$ cat src/rtl/bse_pkg.sv
// Bucket sort engine: shared package.
// Holds the value width, parameter defaults, controller states, datapath
// operations and the status struct. No dependencies.
package bse_pkg;

  localparam int VALUE_BITS = 16;
  localparam int MAX_ITEMS_DEF = 64;
  localparam int BUCKETS_DEF = 16;

  typedef enum logic [4:0] {
    S_LOAD,
    S_CLR,
    S_CNT_RD,
    S_CNT_BK,
    S_CNT_WR,
    S_PFX_RD,
    S_PFX_WR,
    S_DST_RD,
    S_DST_BK,
    S_DST_WR,
    S_SRT_BK,
    S_SRT_END,
    S_SRT_J,
    S_SRT_KEY,
    S_SRT_CMP,
    S_SRT_PUT,
    S_EMIT,
    S_DRAIN
  } state_t;

  typedef enum logic [4:0] {
    OP_LOAD,
    OP_CLR,
    OP_CNT_RD,
    OP_CNT_BK,
    OP_CNT_WR,
    OP_PFX_RD,
    OP_PFX_WR,
    OP_DST_RD,
    OP_DST_BK,
    OP_DST_WR,
    OP_SRT_BK,
    OP_SRT_END,
    OP_SRT_J,
    OP_SRT_KEY,
    OP_SRT_CMP,
    OP_SRT_PUT,
    OP_EMIT,
    OP_DRAIN
  } op_t;

  typedef struct packed {
    logic last_load;  // request with last_item taken this cycle
    logic b_last;     // bucket index at final bucket
    logic k_last;     // item index at final item
    logic seg_done;   // insertion pass reached end of bucket
    logic shift;      // neighbor greater than key
    logic more;       // shift position still above bucket start
  } status_t;

endpackage

$ cat src/rtl/bucket_sort_engine.sv
// Bucket sort engine: top level.
// Joins bse_ctrl and bse_datapath; uses bse_pkg.
//
// Usage: a request (value_in, last_item) is taken at a rising edge where
// start is high and busy is low. Values are Q0.16 fractions and load one per
// cycle into the item store; loads past MAX_ITEMS are dropped and remembered.
// The request with last_item set ends the set (it is stored if room is left)
// and busy rises. The engine then clears the bucket counters, counts items per
// bucket (bucket = value * BUCKETS >> 16), turns counts into start offsets,
// distributes items into the sorted store and insertion-sorts each bucket.
// Results follow in ascending order, one per cycle, each shown for exactly
// one cycle with result_strobe high; the final one carries last_out, and
// overflow is the same on every result of the set. The receiver cannot stall.
// The stores are single-port and are walked one access per step. busy falls
// the cycle after the last result. Reset empties the set and returns the
// engine to loading; store contents are not cleared.
module bucket_sort_engine #(
  parameter int MAX_ITEMS = bse_pkg::MAX_ITEMS_DEF,
  parameter int BUCKETS   = bse_pkg::BUCKETS_DEF
) (
  input  logic                           clk,
  input  logic                           rst,
  input  logic                           start,
  output logic                           busy,
  input  logic [bse_pkg::VALUE_BITS-1:0] value_in,
  input  logic                           last_item,
  output logic                           result_strobe,
  output logic [bse_pkg::VALUE_BITS-1:0] sorted_value,
  output logic                           last_out,
  output logic                           overflow
);

  bse_pkg::op_t     cmd;
  bse_pkg::status_t status;

  bse_ctrl u_ctrl (
    .clk(clk), .rst(rst), .status(status), .cmd(cmd), .busy(busy)
  );

  bse_datapath #(.MAX_ITEMS(MAX_ITEMS), .BUCKETS(BUCKETS)) u_dp (
    .clk(clk), .rst(rst), .cmd(cmd), .start(start), .value_in(value_in),
    .last_item(last_item), .status(status), .result_strobe(result_strobe),
    .sorted_value(sorted_value), .last_out(last_out), .overflow(overflow)
  );

endmodule

$ cat src/rtl/bse_ram.sv
// Bucket sort engine: generic single-port-write, single-port-read RAM.
// Registered read data. No dependencies.
module bse_ram #(
  parameter int WIDTH = 16,
  parameter int DEPTH = 64
) (
  input  logic                     clk,
  input  logic                     we,
  input  logic [$clog2(DEPTH)-1:0] waddr,
  input  logic [WIDTH-1:0]         wdata,
  input  logic [$clog2(DEPTH)-1:0] raddr,
  output logic [WIDTH-1:0]         rdata
);

  logic [WIDTH-1:0] mem [DEPTH];

  always_ff @(posedge clk) begin
    if (we) begin
      mem[waddr] <= wdata;
    end
    rdata <= mem[raddr];
  end

endmodule

$ cat src/rtl/bse_ctrl.sv
// Bucket sort engine: controller state machine.
// Sequences load, count, prefix, distribute, sort and emit; uses bse_pkg.
module bse_ctrl (
  input  logic             clk,
  input  logic             rst,
  input  bse_pkg::status_t status,
  output bse_pkg::op_t     cmd,
  output logic             busy
);

  bse_pkg::state_t state, state_next;

  always_ff @(posedge clk) begin
    if (rst) begin
      state <= bse_pkg::S_LOAD;
    end else begin
      state <= state_next;
    end
  end

  always_comb begin
    state_next = state;
    case (state)
      bse_pkg::S_LOAD:    if (status.last_load) state_next = bse_pkg::S_CLR;
      bse_pkg::S_CLR:     if (status.b_last) state_next = bse_pkg::S_CNT_RD;
      bse_pkg::S_CNT_RD:  state_next = bse_pkg::S_CNT_BK;
      bse_pkg::S_CNT_BK:  state_next = bse_pkg::S_CNT_WR;
      bse_pkg::S_CNT_WR:  state_next = status.k_last ? bse_pkg::S_PFX_RD : bse_pkg::S_CNT_RD;
      bse_pkg::S_PFX_RD:  state_next = bse_pkg::S_PFX_WR;
      bse_pkg::S_PFX_WR:  state_next = status.b_last ? bse_pkg::S_DST_RD : bse_pkg::S_PFX_RD;
      bse_pkg::S_DST_RD:  state_next = bse_pkg::S_DST_BK;
      bse_pkg::S_DST_BK:  state_next = bse_pkg::S_DST_WR;
      bse_pkg::S_DST_WR:  state_next = status.k_last ? bse_pkg::S_SRT_BK : bse_pkg::S_DST_RD;
      bse_pkg::S_SRT_BK:  state_next = bse_pkg::S_SRT_END;
      bse_pkg::S_SRT_END: state_next = bse_pkg::S_SRT_J;
      bse_pkg::S_SRT_J: begin
        if (status.seg_done) begin
          state_next = status.b_last ? bse_pkg::S_EMIT : bse_pkg::S_SRT_BK;
        end else begin
          state_next = bse_pkg::S_SRT_KEY;
        end
      end
      bse_pkg::S_SRT_KEY: state_next = bse_pkg::S_SRT_CMP;
      bse_pkg::S_SRT_CMP: begin
        if (status.shift) begin
          state_next = status.more ? bse_pkg::S_SRT_CMP : bse_pkg::S_SRT_PUT;
        end else begin
          state_next = bse_pkg::S_SRT_J;
        end
      end
      bse_pkg::S_SRT_PUT: state_next = bse_pkg::S_SRT_J;
      bse_pkg::S_EMIT:    if (status.k_last) state_next = bse_pkg::S_DRAIN;
      bse_pkg::S_DRAIN:   state_next = bse_pkg::S_LOAD;
      default:            state_next = bse_pkg::S_LOAD;
    endcase
  end

  always_comb begin
    busy = 1'b1;
    cmd  = bse_pkg::OP_LOAD;
    case (state)
      bse_pkg::S_LOAD: begin
        busy = 1'b0;
        cmd  = bse_pkg::OP_LOAD;
      end
      bse_pkg::S_CLR:     cmd = bse_pkg::OP_CLR;
      bse_pkg::S_CNT_RD:  cmd = bse_pkg::OP_CNT_RD;
      bse_pkg::S_CNT_BK:  cmd = bse_pkg::OP_CNT_BK;
      bse_pkg::S_CNT_WR:  cmd = bse_pkg::OP_CNT_WR;
      bse_pkg::S_PFX_RD:  cmd = bse_pkg::OP_PFX_RD;
      bse_pkg::S_PFX_WR:  cmd = bse_pkg::OP_PFX_WR;
      bse_pkg::S_DST_RD:  cmd = bse_pkg::OP_DST_RD;
      bse_pkg::S_DST_BK:  cmd = bse_pkg::OP_DST_BK;
      bse_pkg::S_DST_WR:  cmd = bse_pkg::OP_DST_WR;
      bse_pkg::S_SRT_BK:  cmd = bse_pkg::OP_SRT_BK;
      bse_pkg::S_SRT_END: cmd = bse_pkg::OP_SRT_END;
      bse_pkg::S_SRT_J:   cmd = bse_pkg::OP_SRT_J;
      bse_pkg::S_SRT_KEY: cmd = bse_pkg::OP_SRT_KEY;
      bse_pkg::S_SRT_CMP: cmd = bse_pkg::OP_SRT_CMP;
      bse_pkg::S_SRT_PUT: cmd = bse_pkg::OP_SRT_PUT;
      bse_pkg::S_EMIT:    cmd = bse_pkg::OP_EMIT;
      bse_pkg::S_DRAIN:   cmd = bse_pkg::OP_DRAIN;
      default: begin
        busy = 1'b1;
        cmd  = bse_pkg::OP_DRAIN;
      end
    endcase
  end

endmodule

$ cat src/rtl/bse_datapath.sv
// Bucket sort engine: datapath with item store, bucket counters and
// sorted store. Uses bse_pkg and bse_ram.
module bse_datapath #(
  parameter int MAX_ITEMS = bse_pkg::MAX_ITEMS_DEF,
  parameter int BUCKETS   = bse_pkg::BUCKETS_DEF
) (
  input  logic                           clk,
  input  logic                           rst,
  input  bse_pkg::op_t                   cmd,
  input  logic                           start,
  input  logic [bse_pkg::VALUE_BITS-1:0] value_in,
  input  logic                           last_item,
  output bse_pkg::status_t               status,
  output logic                           result_strobe,
  output logic [bse_pkg::VALUE_BITS-1:0] sorted_value,
  output logic                           last_out,
  output logic                           overflow
);

  localparam int VB  = bse_pkg::VALUE_BITS;
  localparam int AW  = $clog2(MAX_ITEMS);
  localparam int CW  = $clog2(MAX_ITEMS + 1);
  localparam int JW  = CW + 1;
  localparam int BW  = $clog2(BUCKETS);
  localparam int BCW = $clog2(BUCKETS + 1);
  localparam int PW  = VB + BCW;

  logic [CW-1:0]  count;
  logic           ovf;
  logic [CW-1:0]  k;
  logic [BCW-1:0] bidx;
  logic [CW-1:0]  acc;
  logic [CW-1:0]  seg_end;
  logic [JW-1:0]  j;
  logic [JW-1:0]  i;
  logic [VB-1:0]  key;
  logic [VB-1:0]  item_val;
  logic [BW-1:0]  bkt;
  logic           emit_v;
  logic           emit_last;

  logic           i_we;
  logic [AW-1:0]  i_waddr, i_raddr;
  logic [VB-1:0]  i_rdata;
  logic           s_we;
  logic [AW-1:0]  s_waddr, s_raddr;
  logic [VB-1:0]  s_wdata, s_rdata;
  logic           f_we;
  logic [BW-1:0]  f_waddr, f_raddr;
  logic [CW-1:0]  f_wdata, f_rdata;

  logic [PW-1:0]  prod;
  logic [BW-1:0]  bkt_rd;
  logic [JW-1:0]  i_m1, i_m2;
  logic           b_last, k_last, seg_done, shift, more, room;

  bse_ram #(.WIDTH(VB), .DEPTH(MAX_ITEMS)) u_item_ram (
    .clk(clk), .we(i_we), .waddr(i_waddr), .wdata(value_in),
    .raddr(i_raddr), .rdata(i_rdata)
  );

  bse_ram #(.WIDTH(VB), .DEPTH(MAX_ITEMS)) u_sorted_ram (
    .clk(clk), .we(s_we), .waddr(s_waddr), .wdata(s_wdata),
    .raddr(s_raddr), .rdata(s_rdata)
  );

  bse_ram #(.WIDTH(CW), .DEPTH(BUCKETS)) u_fill_ram (
    .clk(clk), .we(f_we), .waddr(f_waddr), .wdata(f_wdata),
    .raddr(f_raddr), .rdata(f_rdata)
  );

  // bucket = (value * BUCKETS) >> VALUE_BITS
  assign prod   = PW'(i_rdata) * PW'(BUCKETS);
  assign bkt_rd = prod[VB +: BW];

  assign i_m1     = i - JW'(1);
  assign i_m2     = i - JW'(2);
  assign room     = (count < CW'(MAX_ITEMS));
  assign b_last   = (bidx == BCW'(BUCKETS - 1));
  assign k_last   = ((k + CW'(1)) == count);
  assign seg_done = (j >= {1'b0, seg_end});
  assign shift    = (s_rdata > key);
  assign more     = (i_m1 > {1'b0, acc});

  always_comb begin
    status.last_load = (cmd == bse_pkg::OP_LOAD) && start && last_item;
    status.b_last    = b_last;
    status.k_last    = k_last;
    status.seg_done  = seg_done;
    status.shift     = shift;
    status.more      = more;
  end

  always_comb begin
    i_we    = 1'b0;
    i_waddr = count[AW-1:0];
    i_raddr = k[AW-1:0];
    s_we    = 1'b0;
    s_waddr = i[AW-1:0];
    s_wdata = key;
    s_raddr = k[AW-1:0];
    f_we    = 1'b0;
    f_waddr = bkt;
    f_wdata = f_rdata + CW'(1);
    f_raddr = bidx[BW-1:0];
    case (cmd)
      bse_pkg::OP_LOAD:   i_we = start && room;
      bse_pkg::OP_CLR: begin
        f_we    = 1'b1;
        f_waddr = bidx[BW-1:0];
        f_wdata = '0;
      end
      bse_pkg::OP_CNT_BK: f_raddr = bkt_rd;
      bse_pkg::OP_CNT_WR: f_we = 1'b1;
      bse_pkg::OP_PFX_WR: begin
        f_we    = 1'b1;
        f_waddr = bidx[BW-1:0];
        f_wdata = acc;
      end
      bse_pkg::OP_DST_BK: f_raddr = bkt_rd;
      bse_pkg::OP_DST_WR: begin
        f_we    = 1'b1;
        s_we    = 1'b1;
        s_waddr = f_rdata[AW-1:0];
        s_wdata = item_val;
      end
      bse_pkg::OP_SRT_J:   s_raddr = j[AW-1:0];
      bse_pkg::OP_SRT_KEY: s_raddr = i_m1[AW-1:0];
      bse_pkg::OP_SRT_CMP: begin
        s_we = 1'b1;
        if (shift) begin
          s_wdata = s_rdata;
          s_raddr = i_m2[AW-1:0];
        end
      end
      bse_pkg::OP_SRT_PUT: s_we = 1'b1;
      default: ;
    endcase
  end

  always_ff @(posedge clk) begin
    if (rst) begin
      count  <= '0;
      ovf    <= 1'b0;
      emit_v <= 1'b0;
    end else begin
      emit_v <= (cmd == bse_pkg::OP_EMIT);
      case (cmd)
        bse_pkg::OP_LOAD: begin
          if (start) begin
            if (room) begin
              count <= count + CW'(1);
            end else begin
              ovf <= 1'b1;
            end
          end
        end
        bse_pkg::OP_DRAIN: begin
          count <= '0;
          ovf   <= 1'b0;
        end
        default: ;
      endcase
    end
  end

  always_ff @(posedge clk) begin
    case (cmd)
      bse_pkg::OP_LOAD: bidx <= '0;
      bse_pkg::OP_CLR: begin
        bidx <= bidx + BCW'(1);
        k    <= '0;
      end
      bse_pkg::OP_CNT_BK: bkt <= bkt_rd;
      bse_pkg::OP_CNT_WR: begin
        k    <= k_last ? '0 : k + CW'(1);
        bidx <= '0;
        acc  <= '0;
      end
      bse_pkg::OP_PFX_WR: begin
        bidx <= b_last ? '0 : bidx + BCW'(1);
        acc  <= b_last ? '0 : acc + f_rdata;
      end
      bse_pkg::OP_DST_BK: begin
        item_val <= i_rdata;
        bkt      <= bkt_rd;
      end
      bse_pkg::OP_DST_WR: k <= k_last ? '0 : k + CW'(1);
      bse_pkg::OP_SRT_END: begin
        seg_end <= f_rdata;
        j       <= {1'b0, acc} + JW'(1);
      end
      bse_pkg::OP_SRT_J: begin
        i <= j;
        if (seg_done) begin
          acc  <= seg_end;
          bidx <= bidx + BCW'(1);
        end
      end
      bse_pkg::OP_SRT_KEY: key <= s_rdata;
      bse_pkg::OP_SRT_CMP: begin
        if (shift) begin
          i <= i_m1;
        end else begin
          j <= j + JW'(1);
        end
      end
      bse_pkg::OP_SRT_PUT: j <= j + JW'(1);
      bse_pkg::OP_EMIT: begin
        k         <= k_last ? '0 : k + CW'(1);
        emit_last <= k_last;
      end
      default: ;
    endcase
  end

  assign result_strobe = emit_v;
  assign sorted_value  = s_rdata;
  assign last_out      = emit_last;
  assign overflow      = ovf;

endmodule

$ cat config.mk
export PLATFORM = sky130hd
export DESIGN_NAME = bucket_sort_engine
export DESIGN_NICKNAME = d
export VERILOG_FILES = /design/src/rtl/bse_pkg.sv /design/src/rtl/bucket_sort_engine.sv /design/src/rtl/bse_ram.sv /design/src/rtl/bse_ctrl.sv /design/src/rtl/bse_datapath.sv
export SDC_FILE = /design/constraint.sdc
export NUM_CORES = 2
export LEC_CHECK = 0
export ABC_CLOCK_PERIOD_IN_PS = 4100
export BUFFER_PORTS_ARGS = -buffer_cell sky130_fd_sc_hd__buf_4
export CAP_MARGIN = 30
export CELL_PAD_IN_SITES_DETAIL_PLACEMENT = 0
export CELL_PAD_IN_SITES_GLOBAL_PLACEMENT = 1
export CORE_AREA = 2 2 402 404
export CTS_BUF_LIST = sky130_fd_sc_hd__clkbuf_8
export CTS_CLUSTER_SIZE = 14
export DETAILED_ROUTE_END_ITERATION = 8
export DIE_AREA = 0 0 404 406
export PLACE_DENSITY_LB_ADDON = 0.1
export SYNTH_ARGS = -nofsm -noshare
export SYNTH_HDL_FRONTEND = slang
export SYNTH_SLANG_ARGS = --single-unit
export TNS_END_PERCENT = 20
$ cat constraint.sdc
create_clock -name clk -period 4.1 [get_ports clk]
set_input_delay 0.41 -clock clk [delete_from_list [all_inputs] [get_ports clk]]
set_output_delay 0.41 -clock clk [all_outputs]
set_load 0.01 [all_outputs]
# --- Word-level counts from Yosys, hierarchy flattened ---
# Memory sizes are Yosys's and may differ from the RTL's. A register that Yosys moved wholly into a read port is not among the register bits.
# Index checks and enable logic that the tools add are counted.
op_classes:
  add_sub_neg: 9
  order_cmp: 4
  n_eq_ne: 40
  n_mux: 48
  reduce_logical: 25
op_table:
  columns: ["cell", "n"]
  rows:
  - ["case mux 5 bit (17 select lines)", 1]
  - ["== test 5 x 4 -> 1 bit, second input constant", 16]
  - ["case mux 5 bit (16 select lines)", 1]
  - ["case mux 7 bit (2 select lines)", 3]
  - ["2-to-1 mux 5 bit", 8]
  - ["2-to-1 mux 7 bit", 5]
  - ["case mux 16 bit (2 select lines)", 1]
  - ["== test 5 x 3 -> 1 bit, second input constant", 6]
  - ["case mux 8 bit (3 select lines)", 1]
  - ["adder 7 x 1 -> 7 bit, second input constant", 3]
  - ["case mux 7 bit (3 select lines)", 1]
  - ["case mux 5 bit (4 select lines)", 1]
  - ["case mux 6 bit (3 select lines)", 1]
  - ["> comparator 16 bit", 1]
  - ["2-to-1 mux 16 bit", 1]
  - ["2-to-1 mux 8 bit", 2]
  - ["case mux 8 bit (2 select lines)", 1]
  - ["== test 5 x 2 -> 1 bit, second input constant", 3]
  - ["== test 5 bit, second input constant", 3]
  - ["2-to-1 mux 1 bit", 13]
  - ["2-to-1 mux 4 bit", 3]
  - ["2-to-1 mux 6 bit", 2]
  - ["== test 5 x 1 -> 1 bit, second input constant", 2]
  - ["zero test 5 bit", 2]
  - ["24 further kinds", 45]
word_totals:
  regBits: 93
  mem_bits_rw: 2160
  out_inout_bits: 20
  word_cells: 143
  memories: 3
mem_list:
  columns: ["memory", "words", "width", "read_ports", "rd_clocked_by_memory_dff", "write_ports", "line_no", "rtl"]
  rows:
  - ["u_dp.u_item_ram.mem", 64, 16, 1, 1, 1, "bse_ram.sv:15", "logic [WIDTH-1:0] mem [DEPTH];"]
  - ["u_dp.u_sorted_ram.mem", 64, 16, 1, 1, 1, "bse_ram.sv:15", null]
  - ["u_dp.u_fill_ram.mem", 16, 7, 1, 1, 1, "bse_ram.sv:15", null]

# --- Logic depth before layout (Yosys ltp) ---
logic_depth:
  depth_word: 7
  mapped_depth: 17

# --- Hierarchy ---
# From an unflattened synthesis, not the netlist that was laid out.
hier_totals:
  hier_cells: 4487
  area_unflattened_um2: 90760.8
modules_own_cells:
  columns: ["mod", "n_inst", "cells_per_inst", "area_per_inst_um2", "seq_area_each_um2"]
  rows:
  - ["bse_ram at u_dp.u_item_ram ...", 2, 1829, 40042.2, 31069.8]
  - ["bse_datapath", 1, 560, 5662.9, 2552.4]
  - ["bse_ram at u_dp.u_fill_ram", 1, 203, 4530.6, 3503.4]
  - ["bse_ctrl", 1, 66, 483.0, 100.1]

# --- Worst setup path before layout ---
# No wires, ideal clock.
synth_path:
  path_type: "reg2reg"
  from: "reg u_dp.u_sorted_ram.rdata[13] (read register of u_dp.u_sorted_ram.mem)"
  to: "reg u_dp.u_sorted_ram.rdata[10] (read register of u_dp.u_sorted_ram.mem)"
  setup_time_ns: 0.095
  t_arrival_ns: 3.561
  required_time_ns: 4.005
  setup_slack_ns: 0.443
  stages_incl_launch_ff: 13
  n_path_buf: 2
  synth_period_minus_slack_ns: 3.657
  cell_sequence: "dfxtp_1 ha_1 a21o_1 a21o_1 a2111o_1 o31ai_4 mux2i_1 buf_4 buf_2 mux2i_1 o2111ai_1 a32o_1 a221oi_1"
synth_between:
  elab_chain_len: 3
synth_rtl:
  columns: ["item", "line_no", "rtl"]
  rows:
  - ["from (decl)", "bse_ram.sv:12", "output logic [WIDTH-1:0] rdata"]
  - ["> comparator 16 bit", "bse_datapath.sv:82", "assign shift = (s_rdata > key);"]
  - ["2-to-1 mux 6 bit", "bse_datapath.sv:131", "if (shift) begin"]
  - ["case mux 6 bit (3 select lines)", "bse_datapath.sv:106", "case (cmd)"]
# Every way passes these cells.
# A chain may end at the register's enable or synchronous reset.

# --- Worst setup path in the final report ---
layout_path:
  from: "reg u_dp.key[13]"
  to: "reg u_dp.u_sorted_ram.rdata[5] (read register of u_dp.u_sorted_ram.mem)"
layout_between:
  elab_chain_len: 3
layout_rtl:
  columns: ["item", "line_no", "rtl"]
  rows:
  - ["from (decl)", "bse_datapath.sv:36", "logic [VB-1:0] key;"]
  - ["from (signal assigned)", "bse_datapath.sv:200", "bse_pkg::OP_SRT_KEY: key <= s_rdata;"]
  - ["> comparator 16 bit", "bse_datapath.sv:82", null]
  - ["2-to-1 mux 6 bit", "bse_datapath.sv:131", null]
  - ["case mux 6 bit (3 select lines)", "bse_datapath.sv:106", null]
# Every way passes these cells.

==> flow_metrics.env <==
export IMPL_ys_warn_count=0
export IMPL_min_path_type="in2reg"
export IMPL_netSwitchingFraction_pct=29.2
export IMPL_async_flop_share_pct=0
export IMPL_worst_r2r_cell_count=15
export IMPL_rr_startpoint="u_dp.key[13]"
export IMPL_overflow=0
export IMPL_cp_arrival_ns=4.98
export IMPL_wire_per_inst_um=29.0
export IMPL_slew_violations=0
export IMPL_routed_via_density=6.17
export IMPL_startpoint_type="register"
export IMPL_p_seq_share_pct=45.8
export IMPL_synth_area_mm2=0.0906
export IMPL_timing_fmax_mhz=248
export IMPL_ant_nets=0
export IMPL_antenna_found_initial=5
export IMPL_whs_ns=0.159
export IMPL_path_class="reg2reg"
export IMPL_switchingPower_w=0.0171
export IMPL_dpl_hpwl_um=142000
export IMPL_synth_edf_count=2239
export IMPL_drc_errors=0
export IMPL_r2r_slack_ns=0.07
export IMPL_hold_path_startpoint="rst"
export IMPL_outcome="finished, final reports clean"
export IMPL_synth_ff_type="edfxtp_1"
export IMPL_syn_avg_cell_area_um2=17.4
export IMPL_ys_types=72
export IMPL_worstPathRequired_ns=5.05
export IMPL_cpMaxStageDelayCell="a2111o_1"
export IMPL_synth_nets=5275
export IMPL_clkLatencyLatePin_ns=1.08
export IMPL_max_slew_margin_rel_pct=27.7
export IMPL_cp_end_kind="register"
export IMPL_dr_first_iter_drc_count=5462
export IMPL_fin_skew_ns=0.0597
export IMPL_ys_seq_elements=2292
export IMPL_stdcell_count=8200
export IMPL_p_clk_share_pct=30.5
export IMPL_grt_max_degree=91
export IMPL_slowest_delay_ns=0.54
export IMPL_gp_congestion=0.904
export IMPL_grt_pass1_wl_um=343000
export IMPL_dp_cells=7504
export IMPL_critPathTopFamily="compound AO/OA/AOI/OAI gates"
export IMPL_core_area_mm2=0.160
export IMPL_regArea_mm2=0.0683
export IMPL_cts_tree="built"
export IMPL_portBuffers=39
export IMPL_leakagePower_nw=35.7
export IMPL_fp_dieW_um=404
export IMPL_nNetsFinal=5922
export IMPL_ir_drop_v=0.000356
export IMPL_multi_input_comb_area_mm2=0.0217
export IMPL_cts_made_buffers=378
export IMPL_clk_pin_slew_worst_paths_ns=0.06
export IMPL_syn2layout_area_growth_pct=15.6
export IMPL_synthCells=5208
export IMPL_path_buf_inv=5
export IMPL_ios=40
export IMPL_fin_crit_ns=4.03
export IMPL_vias=50600
export IMPL_htree_levels=5
export IMPL_yosysSeqAreaShare_pct=75.4
export IMPL_root_buffer="clkbuf_8"
export IMPL_clockBufferDepth=4
export IMPL_crit_start="u_dp.key[13]"
export IMPL_p_per_area_mw_per_mm2=560
export IMPL_setup_violations=0
export IMPL_die_y_um=406
export IMPL_holdPathStages=3
export IMPL_power_w=0.0586
export IMPL_final_common_cell="edfxtp_1"
export IMPL_drive_gt1_share_pct=25.1
export IMPL_cts_sinks=2292
export IMPL_combPwrFrac_pct=23.7
export IMPL_routed_wl_um=238000
export IMPL_dieArea_mm2=0.164
export IMPL_fillers=11200
export IMPL_final_cell_mix="edfxtp_1 (2239), nand2_1 (849), buf_4 (443)"
export IMPL_crit_chain="inv_2 -> ha_4 -> a21o_1 -> a21o_1 -> a2111o_1 -> buf_4 -> o31ai_4 -> buf_6 -> mux2i_4 -> buf_12 -> buf_12 -> mux2i_1 -> o2111ai_2 -> a32o_2 -> a221oi_1"
export IMPL_worst_slew_pin_slew_ns=1.08
export IMPL_post_route_period_util_pct=98.2
export IMPL_drtPass1Iterations=7
export IMPL_p_int_w=0.0415
export IMPL_start_util_pct=56.8
export IMPL_grt_pass1_vias=50300
export IMPL_gr_usage_all_layers_pct=29.1
export IMPL_rr_endpoint="u_dp.u_sorted_ram.rdata[5]"
export IMPL_rows=147
export IMPL_hold_viol=0
export IMPL_critPathMaxFanout=11
export IMPL_drv_cap=0
export IMPL_min_to="u_dp.result_strobe"
[power by group through the flow]
| stage | registers [W] | logic, W | clock network, W |
|---|---|---|---|
| after CTS | 0.0268 | 0.0134 | 0.0182 |
| after global routing | 0.0269 | 0.0147 | 0.0193 |
| final | 0.0268 | 0.0139 | 0.0179 |
| after global placement | 0.0273 | 0.0129 | 0 |
| after floorplan | 0.0271 | 0.00753 | 0 |
| after detailed placement | 0.0273 | 0.0131 | 0 |
[logic make-up (layout without fill, tap and decap cells)]
group	count (synthesis)	in the layout	synth area share (%)
flops	2292	2292	75.4
simple gates	1433	1434	6.71
mux	566	566	11.3
compound gates	477	478	3.82
buf+inv	348	1248	1.72
fa+ha+maj	47	47	0.657
xor+xnor	45	45	0.435
other cells	0	4	0
[cell usage after synthesis, drive strengths merged, types with 31 or more instances]
| master | n | area [µm²] |
|---|---|---|
| o2111ai | 65 | 569 |
| mux4 | 364 | 8200 |
| nand2 | 850 | 3190 |
| ha | 46 | 576 |
| nand3 | 209 | 1050 |
| inv | 51 | 191 |
| clkbuf | 142 | 533 |
| dfxtp | 53 | 1060 |
| a31oi | 71 | 444 |
| a21oi | 130 | 651 |
| and3 | 68 | 425 |
| nor2 | 201 | 769 |
| buf | 155 | 831 |
| edfxtp | 2239 | 67200 |
| a2111oi | 48 | 439 |
| nor3 | 31 | 155 |
| mux2i | 198 | 1990 |
[metal layers]
layer	share of wire (%)	wire length, µm	global-route usage (%)	up-vias
li1	-	-	-	21800
met5	0.035	83	0	-
met1	40	94200	39.9	26100
met3	7.9	18700	5.19	377
met4	3.2	7620	10.1	6
met2	49	117000	47.8	2254
[final cells by class]
type / instances / share of cell area [%]
Inverter: 51 / 0.183
Clock buffer: 393 / 5.16
Timing Repair Buffer: 562 / 5.10
Clock inverter: 242 / 1.11
Multi-Input combinational cell: 2570 / 20.7
Antenna cell: 4 / 0.00956
Tap cell: 2086 / 2.49
Sequential cell: 2292 / 65.2
[registers in the layout, indices dropped and copies added (netlist names), 8 cells and up]
| register | flops |
|---|---|
| u_dp.u_fill_ram.mem | 112 |
| u_dp.u_sorted_ram.rdata | 16 |
| u_dp.i | 8 |
| u_dp.item_val | 16 |
| u_dp.key | 16 |
| u_dp.u_item_ram.mem | 1024 |
| u_dp.u_item_ram.rdata | 16 |
| u_dp.j | 8 |
| u_dp.u_sorted_ram.mem | 1024 |
[through the flow]
| stage | util [%] | setup TNS (ns) | cell area [µm²] | setup slack, ns |
|---|---|---|---|---|
| floorplan | - | 0 | 90600 | 0.443 |
| global placement | 60.5 | -4.76 | 96600 | -1.04 |
| detailed placement | 60.5 | -4.33 | 96600 | -0.441 |
| CTS | 65.0 | -0.150 | 104000 | -0.0366 |
| global route | 65.6 | -0.0245 | 105000 | -0.0245 |
| finish | 65.6 | 0 | 105000 | 0.0728 |
[timing repair]
item / CTS / global route
hold buffers: 20 / 0
pin swaps: 11 / 18
buffers inserted: 12 / 19
hold endpoints to repair: 1038 / 0
endpoints found under the setup margin: 16 / 16
cloned: 2 / 6
resized for setup: 71 / 134
[worst register-to-register path, delay by kind of cell, from the launching register on]
family          cells  cell delay, ns
fa+ha+maj           1            0.20
mux                 2            0.68
compound gates      7            1.85
flops               1            0.38
buf+inv             5            0.80
[worst max-delay path by stage]
| stage | endpoint | slack (ns) | cells past startpoint |
|---|---|---|---|
| finish | u_dp.u_sorted_ram.rdata[5] | 0.07 | 15 |
| global route | u_dp.u_sorted_ram.rdata[3] | -0.02 | 14 |
| CTS | u_dp.u_sorted_ram.rdata[6] | -0.04 | 16 |
| detailed placement | u_dp.u_sorted_ram.rdata[2] | -0.44 | 15 |
| global placement | u_dp.u_sorted_ram.rdata[13] | -1.04 | 14 |
| floorplan | u_dp.u_sorted_ram.rdata[10] | 0.44 | 12 |
(Power assumes the default switching activity.)
